[src/rtl/upd_pkg.sv]
// Shared constants and character helpers for the URL percent decoder.
// No dependencies; used by the top level url_percent_decoder.
package upd_pkg;

    localparam logic [7:0] PCT_CHAR    = 8'h25;
    localparam int         MAX_RESULTS = 3;

    function automatic logic is_hex(input logic [7:0] c);
        return ((c >= 8'h30) && (c <= 8'h39)) ||
               ((c >= 8'h61) && (c <= 8'h66)) ||
               ((c >= 8'h41) && (c <= 8'h46));
    endfunction

    // Returns zero for a byte that is not a hex digit.
    function automatic logic [3:0] hex_value(input logic [7:0] c);
        logic [7:0] v;
        v = 8'h00;
        if ((c >= 8'h30) && (c <= 8'h39))
        begin
            v = c - 8'h30;
        end
        else if ((c >= 8'h61) && (c <= 8'h66))
        begin
            v = c - 8'h61 + 8'd10;
        end
        else if ((c >= 8'h41) && (c <= 8'h46))
        begin
            v = c - 8'h41 + 8'd10;
        end
        return v[3:0];
    endfunction

endpackage

[src/rtl/upd_in_if.sv]
// Valid/ready channel that carries encoded bytes into the decoder.
// No dependencies.
interface upd_in_if;
    logic       valid;
    logic       ready;
    logic [7:0] in_byte;
    logic       in_last;

    modport source (output valid, output in_byte, output in_last, input ready);
    modport sink   (input valid, input in_byte, input in_last, output ready);
endinterface

[src/rtl/upd_out_if.sv]
// Valid/ready channel that carries decoded bytes out of the decoder.
// No dependencies.
interface upd_out_if;
    logic       valid;
    logic       ready;
    logic [7:0] out_byte;
    logic       out_last;

    modport source (output valid, output out_byte, output out_last, input ready);
    modport sink   (input valid, input out_byte, input out_last, output ready);
endinterface

[src/rtl/url_percent_decoder.sv]
// Streaming URL percent decoder, top level.
// Depends on upd_pkg, upd_in_if and upd_out_if.
//
//   channel  modport  payload             meaning
//   enc      sink     in_byte, in_last    encoded bytes, in_last ends a string
//   dec      source   out_byte, out_last  decoded bytes, out_last on the final one
//
// An accepted byte waits in the input register, then its group of zero to three
// decoded bytes is written into the result register at once. While dec is ready,
// the result register sends one byte per cycle, so the block takes one byte per
// cycle while each byte yields at most one result; a group of more than one byte
// stalls the input side until it has drained. Reset clears all held lookahead
// and both registers. A stall on dec holds the result register and then the input register.
module url_percent_decoder
    import upd_pkg::*;
(
    input  logic         clk,
    input  logic         rst_n,
    upd_in_if.sink       enc,
    upd_out_if.source    dec
);

    typedef enum logic [1:0] {
        PEND_NONE  = 2'd0,
        PEND_PCT   = 2'd1,
        PEND_DIGIT = 2'd2
    } pend_t;

    logic       in_valid_reg;
    logic [7:0] in_byte_reg;
    logic       in_last_reg;

    pend_t      pend_reg;
    pend_t      pend_next;
    logic [7:0] held_reg;
    logic [7:0] held_next;

    logic [7:0] res_byte_reg [MAX_RESULTS];
    logic       res_last_reg [MAX_RESULTS];
    logic [1:0] res_cnt_reg;
    logic [1:0] res_idx_reg;

    logic [7:0] grp_byte [MAX_RESULTS];
    logic       grp_last [MAX_RESULTS];
    logic [1:0] grp_cnt;

    logic [1:0] pre_n;
    logic [7:0] pre0_byte;
    logic       pre0_last;
    logic       take_plain;
    logic       plain_emit;

    logic       res_empty;
    logic       res_drain;
    logic       load;
    logic       enc_xfer;
    logic       dec_xfer;

    always_comb
    begin
        pre_n      = 2'd0;
        pre0_byte  = PCT_CHAR;
        pre0_last  = 1'b0;
        take_plain = 1'b0;
        plain_emit = 1'b0;
        pend_next  = PEND_NONE;
        held_next  = held_reg;

        case (pend_reg)
            PEND_PCT:
            begin
                if (in_byte_reg == PCT_CHAR)
                begin
                    pre_n     = 2'd1;
                    pre0_last = in_last_reg;
                end
                else if (is_hex(in_byte_reg) && !in_last_reg)
                begin
                    pend_next = PEND_DIGIT;
                    held_next = in_byte_reg;
                end
                else
                begin
                    pre_n      = 2'd1;
                    take_plain = 1'b1;
                end
            end
            PEND_DIGIT:
            begin
                if (is_hex(in_byte_reg))
                begin
                    pre_n     = 2'd1;
                    pre0_byte = {hex_value(held_reg), hex_value(in_byte_reg)};
                    pre0_last = in_last_reg;
                end
                else
                begin
                    pre_n      = 2'd2;
                    take_plain = 1'b1;
                end
            end
            default:
            begin
                take_plain = 1'b1;
            end
        endcase

        if (take_plain)
        begin
            if ((in_byte_reg == PCT_CHAR) && !in_last_reg)
            begin
                pend_next = PEND_PCT;
            end
            else
            begin
                plain_emit = 1'b1;
            end
        end

        if (in_last_reg)
        begin
            pend_next = PEND_NONE;
        end

        grp_cnt     = pre_n + {1'b0, plain_emit};
        grp_byte[0] = (pre_n != 2'd0) ? pre0_byte : in_byte_reg;
        grp_last[0] = (pre_n != 2'd0) ? pre0_last : in_last_reg;
        grp_byte[1] = (pre_n == 2'd2) ? held_reg : in_byte_reg;
        grp_last[1] = (pre_n == 2'd2) ? 1'b0 : in_last_reg;
        grp_byte[2] = in_byte_reg;
        grp_last[2] = in_last_reg;
    end

    assign res_empty = (res_idx_reg == res_cnt_reg);
    assign dec_xfer  = dec.valid && dec.ready;
    assign res_drain = res_empty || (dec_xfer && ((res_idx_reg + 2'd1) == res_cnt_reg));
    assign load      = in_valid_reg && res_drain;
    assign enc_xfer  = enc.valid && enc.ready;

    assign enc.ready = !in_valid_reg || load;
    assign dec.valid = !res_empty;

    always_comb
    begin
        case (res_idx_reg)
            2'd0:
            begin
                dec.out_byte = res_byte_reg[0];
                dec.out_last = res_last_reg[0];
            end
            2'd1:
            begin
                dec.out_byte = res_byte_reg[1];
                dec.out_last = res_last_reg[1];
            end
            default:
            begin
                dec.out_byte = res_byte_reg[2];
                dec.out_last = res_last_reg[2];
            end
        endcase
    end

    always_ff @(posedge clk or negedge rst_n)
    begin
        if (!rst_n)
        begin
            in_valid_reg <= 1'b0;
            pend_reg     <= PEND_NONE;
            held_reg     <= 8'h00;
            res_cnt_reg  <= 2'd0;
            res_idx_reg  <= 2'd0;
        end
        else
        begin
            if (enc_xfer)
            begin
                in_valid_reg <= 1'b1;
                in_byte_reg  <= enc.in_byte;
                in_last_reg  <= enc.in_last;
            end
            else if (load)
            begin
                in_valid_reg <= 1'b0;
            end

            if (load)
            begin
                pend_reg    <= pend_next;
                held_reg    <= held_next;
                res_cnt_reg <= grp_cnt;
                res_idx_reg <= 2'd0;
                for (int i = 0; i < MAX_RESULTS; i++)
                begin
                    res_byte_reg[i] <= grp_byte[i];
                    res_last_reg[i] <= grp_last[i];
                end
            end
            else if (dec_xfer)
            begin
                res_idx_reg <= res_idx_reg + 2'd1;
            end
        end
    end

    a_idx_in_range: assert property (@(posedge clk) disable iff (!rst_n)
        res_idx_reg <= res_cnt_reg)
        else $error("result index ran past the group count");

    a_last_ends_group: assert property (@(posedge clk) disable iff (!rst_n)
        (dec.valid && dec.out_last) |-> ((res_idx_reg + 2'd1) == res_cnt_reg))
        else $error("out_last shown before the end of a group");

    a_last_clears_pending: assert property (@(posedge clk) disable iff (!rst_n)
        (load && in_last_reg) |=> (pend_reg == PEND_NONE))
        else $error("lookahead still held after the end of a string");

    a_ready_when_empty: assert property (@(posedge clk) disable iff (!rst_n)
        res_empty |-> enc.ready)
        else $error("input stalled while the result register is empty");

    a_no_pending_three: assert property (@(posedge clk) disable iff (!rst_n)
        (pend_reg == PEND_DIGIT) |-> is_hex(held_reg))
        else $error("held digit is not a hex character");

endmodule
[src/flat_wrapper.sv]
// flat-port wrapper written by rule: the top's interface ports become plain ports
module url_percent_decoder_flat import upd_pkg::*;
  (clk, rst_n, enc_valid, enc_in_byte, enc_in_last, enc_ready, dec_valid, dec_out_byte, dec_out_last, dec_ready);
  upd_in_if enc_i ();
  upd_out_if dec_i ();
  input  logic clk;
  input  logic rst_n;
  input wire logic [$bits(enc_i.valid)-1:0] enc_valid;
  input wire logic [$bits(enc_i.in_byte)-1:0] enc_in_byte;
  input wire logic [$bits(enc_i.in_last)-1:0] enc_in_last;
  output wire logic [$bits(enc_i.ready)-1:0] enc_ready;
  output wire logic [$bits(dec_i.valid)-1:0] dec_valid;
  output wire logic [$bits(dec_i.out_byte)-1:0] dec_out_byte;
  output wire logic [$bits(dec_i.out_last)-1:0] dec_out_last;
  input wire logic [$bits(dec_i.ready)-1:0] dec_ready;
  assign enc_i.valid = enc_valid;
  assign enc_i.in_byte = enc_in_byte;
  assign enc_i.in_last = enc_in_last;
  assign enc_ready = enc_i.ready;
  assign dec_valid = dec_i.valid;
  assign dec_out_byte = dec_i.out_byte;
  assign dec_out_last = dec_i.out_last;
  assign dec_i.ready = dec_ready;
  url_percent_decoder u_core (.clk(clk), .rst_n(rst_n), .enc(enc_i), .dec(dec_i));
endmodule
[config.mk]
export PLATFORM = sky130hd
export DESIGN_NAME = url_percent_decoder_flat
export DESIGN_NICKNAME = d
export VERILOG_FILES = /design/src/rtl/upd_pkg.sv /design/src/rtl/upd_in_if.sv /design/src/rtl/upd_out_if.sv /design/src/rtl/url_percent_decoder.sv /design/src/flat_wrapper.sv
export SDC_FILE = /design/constraint.sdc
export NUM_CORES = 1
export LEC_CHECK = 0
export CORE_UTILIZATION = 51
export CTS_CLUSTER_DIAMETER = 50
export CTS_CLUSTER_SIZE = 14
export DETAILED_ROUTE_END_ITERATION = 10
export DONT_BUFFER_PORTS = 1
export PLACE_DENSITY = 0.69
export SETUP_SLACK_MARGIN = 0.15
export SLEW_MARGIN = 40
export SYNTH_ARGS = -nofsm -noshare
export SYNTH_HDL_FRONTEND = slang
export SYNTH_SLANG_ARGS = --single-unit
[constraint.sdc]
create_clock -name clk -period 2.5 [get_ports clk]
set_clock_uncertainty 0.2 [all_clocks]
set_input_delay 0.375 -clock clk [delete_from_list [all_inputs] [get_ports clk]]
set_output_delay 0.375 -clock clk [all_outputs]
set_load 0.01 [all_outputs]
==> flow_metrics.py, run 1 <==
metrics = {
    "floorplanning": {
        "die_w_um": 75.6,
        "die_area_um2": 5710,
        "core-area_um2": 5170,
        "core.rowCount": 26,
        "io_pins": 24,
        "start_util_pct": 53.4,
        "die_h_um": 75.6,
    },
    "power_and_ir_drop": {
        "clockPowerShare_pct": 15.4,
        "leakage_nw": 1.42,
        "p_int_w": 0.00199,
        "switching_power_w": 0.00117,
        "power_frac_comb_pct": 43.9,
        "seqPwrFrac_pct": 40.7,
        "swShare_pct": 37.1,
        "ir_drop_mv": 0.535,
        "power.density_nw_per_um2": 898,
    },
    "cells_and_area": {
        "largest_reg_flops": 24,
        "n_antenna_cell": 0,
        "layout_common_cells": "buf_4, edfxtp_1, nand2_1",
        "final_core_utilization_pct": 68.1,
        "drive_gt1_share_pct": 32.0,
        "final_common_cell": "buf_4",
        "syn_to_final_growth_pct": 27.6,
        "finalNonFillerCells": 373,
        "nets": 327,
    },
    "sta": {
        "slew_violations": 0,
        "hold_viol_final": 0,
        "max_slew_margin_pct": 74.6,
        "layout_min_cycle_time_ps": 2440,
        "fin_crit_sh_pct": 97.4,
        "setup_viol": 0,
        "worst_pin_slew_ps": 381,
        "rsz0062_at_grt": "yes",
        "fin_ws_ps": 63.9,
        "whs_ps": 133,
        "fmax_ghz": 0.410,
    },
    "run": {
        "cap_violations": 0,
    },
    "place": {
        "dp_cells": 337,
        "gp_congestion": 0.951,
        "io_buffer_count": 0,
        "place_ws_ps": -5.98,
        "dp_hpwl_um": 4340,
    },
    "clock_network": {
        "clk_latency_ps": 310,
        "clk_path_buf_depth": 2,
        "numCtsBuffers": 5,
        "clkTransAtPathRegs_ps": 90,
        "cts_tree": "yes",
        "cts_root_buffer": "clkbuf_8",
        "cts.sinks": 51,
        "h-tree-depth": 2,
    },
    "logic_synthesis": {
        "syn-mean-instance-area_um2": 11.4,
        "syn_area_um2": 2760,
        "netlist_instances": 243,
        "synth-edff-count": 36,
        "synth.ff_latch_count": 51,
        "yosysWarnings": 0,
        "ys_types": 53,
        "syn_nets": 268,
        "synthArstFlopShare_pct": 29.4,
        "synth-main-ff-cell": "edfxtp_1",
        "yosysSeqAreaShare_pct": 52.7,
    },
    "drt": {
        "first_pass_iters": 4,
        "routedWlPerCell_um": 16.9,
        "viasPerCell": 5.69,
        "drtIter0Drc": 182,
        "ant_nets": 0,
        "vias": 2123,
        "totalWireLength_um": 6310,
        "drc": 0,
    },
    "global_route": {
        "grt_max_degree": 28,
        "grt_overflow": 0,
        "grt_first_pass_wirelength_um": 9790,
        "antenna_found_initial": 0,
        "grt_pass1_vias": 1946,
        "grt_usage_pct": 23.9,
    },
    "critical_path": {
        "worstPathMaxFanout": 4,
        "arrival_ps": 2300,
        "path_class": "reg -> reg",
        "start_kind": "register",
        "required_ps": 2370,
        "cp-end-kind": "register",
        "rr_worst_depth": 7,
    },
    "min_path": {
        "hp-class": "in -> reg",
        "min_path_cells": 3,
    },
    "run_status": {
        "run_status": "completed",
    },
}
stage by stage:
step                      instance area (um2)  TNS [ps]  total power (W)
after floorplan                          2790      -731          0.00206
after detailed placement                 3090     -11.9          0.00249
after global routing                     3520         0          0.00339
after CTS                                3360         0          0.00302
after global placement                   3090         0          0.00246
final                                    3520         0          0.00317
kinds of logic (layout without fill, tap and decap cells):
family	Yosys count	count (layout)	share of synthesized area (%)
AND/OR/NAND/NOR	77	77	14.8
AO/OA/AOI/OAI	56	56	14.5
flip-flops	51	51	52.7
buffers and inverters	23	83	3.44
multiplexers	20	20	7.79
adder cells (fa/ha/maj)	12	12	5.44
XOR/XNOR	4	4	1.27
synthesized netlist by cell type (all sizes together) (3+ instances only):
cell	n	area, um2
nand3	4	20.0
a21oi	9	48.8
xnor2	3	26.3
o21ai	7	35.0
mux2	12	135
nor2	14	52.6
a22oi	10	75.1
nand2	30	113
mux2i	8	80.1
inv	18	67.6
nor2b	7	43.8
nand2b	3	18.8
a31oi	5	31.3
dfrtp	15	375
a21boi	3	26.3
edfxtp	36	1080
nor3	7	46.3
ha	12	150
buf	3	20.0
per-layer routing:
layer	track usage, %	routed length (um)	vias to the layer above
li1	-	-	1023
met1	33.2	2860	1029
met2	38.1	3050	59
met3	4.50	294	12
met4	7.61	104	0
met5	0	0	-
what timing repair did:
action                                 CTS  global route
setup endpoints to repair               20            71
hold buffers                            11             1
pin swaps                                3             8
setup buffers                            5             9
gates resized for setup                  6            20
endpoints found under the hold margin   25            15
cloned                                   0             2
power groups by stage:
| stage | registers [W] | clock network (W) | logic, W |
|---|---|---|---|
| finish | 0.00129 | 0.000488 | 0.00139 |
| global route | 0.00131 | 0.000523 | 0.00156 |
| CTS | 0.00129 | 0.000497 | 0.00123 |
| detailed placement | 0.00131 | 0 | 0.00118 |
| global placement | 0.00130 | 0 | 0.00116 |
| floorplan | 0.00129 | 0 | 0.000763 |
worst max-delay path, stage by stage, from the launching register on:
cell and delay, ps:
edfxtp_1 450, ha_2 210, nor2b_4 120, or3_4 340, buf_6 140, a31o_4 230
nor3_4 190, mux2_4 320
final timing paths:
kind	from	slack (ps)	endpoint
max	u_core.in_byte_reg[1]	60	u_core.res_byte_reg[0][1]
min	dec_ready	130	u_core.res_idx_reg[0]
max reg2reg	u_core.in_byte_reg[1]	60	u_core.res_byte_reg[0][1]
min reg2reg	u_core.res_cnt_reg[0]	310	u_core.res_cnt_reg[0]
max in group asynchronous	rst_n	1520	u_core.held_reg[1]
min in group asynchronous	rst_n	310	u_core.held_reg[0]
layout make-up:
type / count / area, um2
fill: 390 / 1650
inverter: 18 / 67.6
clock inverter: 3 / 23.8
multi-input combinational: 169 / 1340
timing repair buffer: 57 / 483
clock buffer: 5 / 68.8
tap: 70 / 87.6
sequential: 51 / 1460
(Power assumes the default switching activity.)
==> inputs of run 2 (changes only) <==
--- a/config.mk
+++ b/config.mk
@@ -5,12 +5,12 @@
 export SDC_FILE = /design/constraint.sdc
 export NUM_CORES = 1
 export LEC_CHECK = 0
-export CORE_UTILIZATION = 51
+export CORE_UTILIZATION = 55
 export CTS_CLUSTER_DIAMETER = 50
 export CTS_CLUSTER_SIZE = 14
 export DETAILED_ROUTE_END_ITERATION = 10
 export DONT_BUFFER_PORTS = 1
-export PLACE_DENSITY = 0.69
+export PLACE_DENSITY = 0.73
 export SETUP_SLACK_MARGIN = 0.15
 export SLEW_MARGIN = 40
 export SYNTH_ARGS = -nofsm -noshare
==> run 2 against run 1 <==
Compared with the run above:
- register-to-register slack lost 50 ps
- count of clock-buffer cells in the layout is the same
- setup slack lost 51 ps
- critical endpoint unchanged
- flip-flop and latch count is the same
- sequential share of layout area shrank 0.82 points
- wire length grew 3.5%
- power grew 3.8%
==> flow_metrics.py, run 2 (synthesized netlist as in run 1, its figures left out) <==
metrics = {
    "clock_network": {
        "clk_latency_ps": 310,
        "cts_tree": "yes",
        "clk_path_buf_depth": 2,
        "numCtsBuffers": 5,
        "cts_root_buffer": "clkbuf_8",
        "h-tree-depth": 2,
        "cts.sinks": 51,
        "clkTransAtPathRegs_ps": 100,
    },
    "sta": {
        "max_slew_margin_pct": 73.5,
        "fmax_ghz": 0.402,
        "slew_violations": 0,
        "worst_pin_slew_ps": 398,
        "hold_viol_final": 0,
        "layout_min_cycle_time_ps": 2490,
        "fin_crit_sh_pct": 99.5,
        "setup_viol": 0,
        "rsz0062_at_grt": "yes",
    },
    "critical_path": {
        "rr_worst_depth": 8,
        "cp_slowest_stage_delay_ps": 430,
        "r2r_start": "u_core.in_byte_reg[1]",
        "startpoint": "u_core.in_byte_reg[1]",
        "r2r_end": "u_core.res_byte_reg[0][1]",
        "crit_slowest_cell": "edfxtp_1",
        "path_cells": "inv_2 -> buf_12 -> ha_4 -> o311a_4 -> buf_6 -> a31o_4 -> nor3_4 -> mux2_4",
        "cp-end-kind": "register",
        "crit_end": "u_core.res_byte_reg[0][1]",
        "arrival_ps": 2360,
        "worstPathMaxFanout": 4,
        "start_kind": "register",
        "required_ps": 2380,
        "path_class": "reg -> reg",
        "reg2reg_slack_ps": 10,
    },
    "power_and_ir_drop": {
        "power.density_nw_per_um2": 914,
        "ir_drop_mv": 0.843,
        "leakage_nw": 1.46,
        "finalPower_w": 0.00329,
    },
    "cells_and_area": {
        "nets": 328,
        "final-seq-area_um2": 1460,
        "multi_input_area_um2": 1370,
        "largest_reg_flops": 24,
        "n_antenna_cell": 0,
        "syn_to_final_growth_pct": 30.2,
        "final_common_cell": "buf_4",
        "drive_gt1_share_pct": 31.9,
        "layout_common_cells": "buf_4, edfxtp_1, nand2_1",
        "final_core_utilization_pct": 75.1,
        "fillers": 334,
        "finalNonFillerCells": 371,
    },
    "place": {
        "dp_hpwl_um": 4330,
        "gp_congestion": 0.895,
        "dp_cells": 336,
        "io_buffer_count": 0,
    },
    "floorplanning": {
        "core.rowCount": 25,
        "start_util_pct": 57.7,
        "die_w_um": 72.9,
        "die_h_um": 72.9,
        "core-area_um2": 4790,
        "die_area_um2": 5310,
        "io_pins": 24,
    },
    "global_route": {
        "grt_pass1_vias": 2013,
        "grt_max_degree": 28,
        "grt_first_pass_wirelength_um": 10200,
        "grt_overflow": 0,
        "grt_usage_pct": 26.3,
        "antenna_found_initial": 0,
    },
    "drt": {
        "drc": 0,
        "routedWlPerCell_um": 17.6,
        "first_pass_iters": 5,
        "ant_nets": 0,
        "totalWireLength_um": 6530,
        "drtIter0Drc": 147,
        "viasPerCell": 5.80,
        "vias": 2150,
    },
    "run_status": {
        "run_status": "completed",
    },
    "min_path": {
        "hp-class": "in -> reg",
    },
    "run": {
        "cap_violations": 0,
    },
}
## run 2: changes by cell type in the layout (fill, tap and decap cells not counted), moves of 3 or more
cell	delta
mux2_4	+5
buf_6	+3
buf_4	-3
mux2_2	-5
nand2_2	-4
nand2_1	+4
## run 2: how the worst min path moves through the flow
stage | start | end | slack [ps] | cells after the start
3_5_place_dp | rst_n | u_core.in_valid_reg | -120 | 0
2_1_floorplan | rst_n | u_core.held_reg[0] | -120 | 0
3_3_place_gp | rst_n | u_core.in_valid_reg | -120 | 0
6_report | dec_ready | u_core.res_idx_reg[0] | 130 | 3
4_1_cts | dec_ready | u_core.res_idx_reg[0] | 120 | 3
5_1_grt | dec_ready | u_core.res_idx_reg[0] | 150 | 3
## run 2: metal layers
metal  wire length, um  global-route usage (%)  up-vias
li1                  -                       -     1020
met1              2990                    36.9     1043
met2              3100                    40.6       76
met3               336                    5.39       11
met4               106                    9.37        0
met5                 0                       0        -
## run 2: metrics by stage
stage          hold WS [ps]  worst slack (ps)  instance area (um2)  TNS (ps)
2_1_floorplan          -121              -129                 2790      -731
3_3_place_gp           -120             -34.2                 3110      -101
4_1_cts                 117              38.9                 3450         0
3_5_place_dp           -120             -58.1                 3110      -389
5_1_grt                 152             -40.5                 3600      -175
6_report                128              13.3                 3600         0
## run 2: worst max-delay path: cells and delay by family, from the launching register on
kind	cells	cell delay (ps)
flip-flops	1	430
multiplexers	1	320
AND/OR/NAND/NOR	1	190
buffers and inverters	3	360
AO/OA/AOI/OAI	2	580
adder cells (fa/ha/maj)	1	170
## run 2: final cells by class
class	instances	area share, %
clock buffers	5	1.91
clock inverters	3	0.731
inverters	18	1.88
multi-input cells	169	38.1
flip-flops and latches	51	40.5
well taps	67	2.33
repair buffers	58	14.6
## run 2: what timing repair did
| item | 4_1_cts | 5_1_grt |
|---|---|---|
| hold endpoints to repair | 25 | 15 |
| pin swaps | 5 | 7 |
| setup buffers | 10 | 5 |
| hold buffers | 11 | 1 |
| endpoints found under the setup margin | 19 | 43 |
| gates resized for setup | 14 | 20 |
## run 2: power by group
group          switching, W  internal [W]
Combinational      0.000808      0.000687
Sequential        0.0000993       0.00119
Clock              0.000292      0.000206
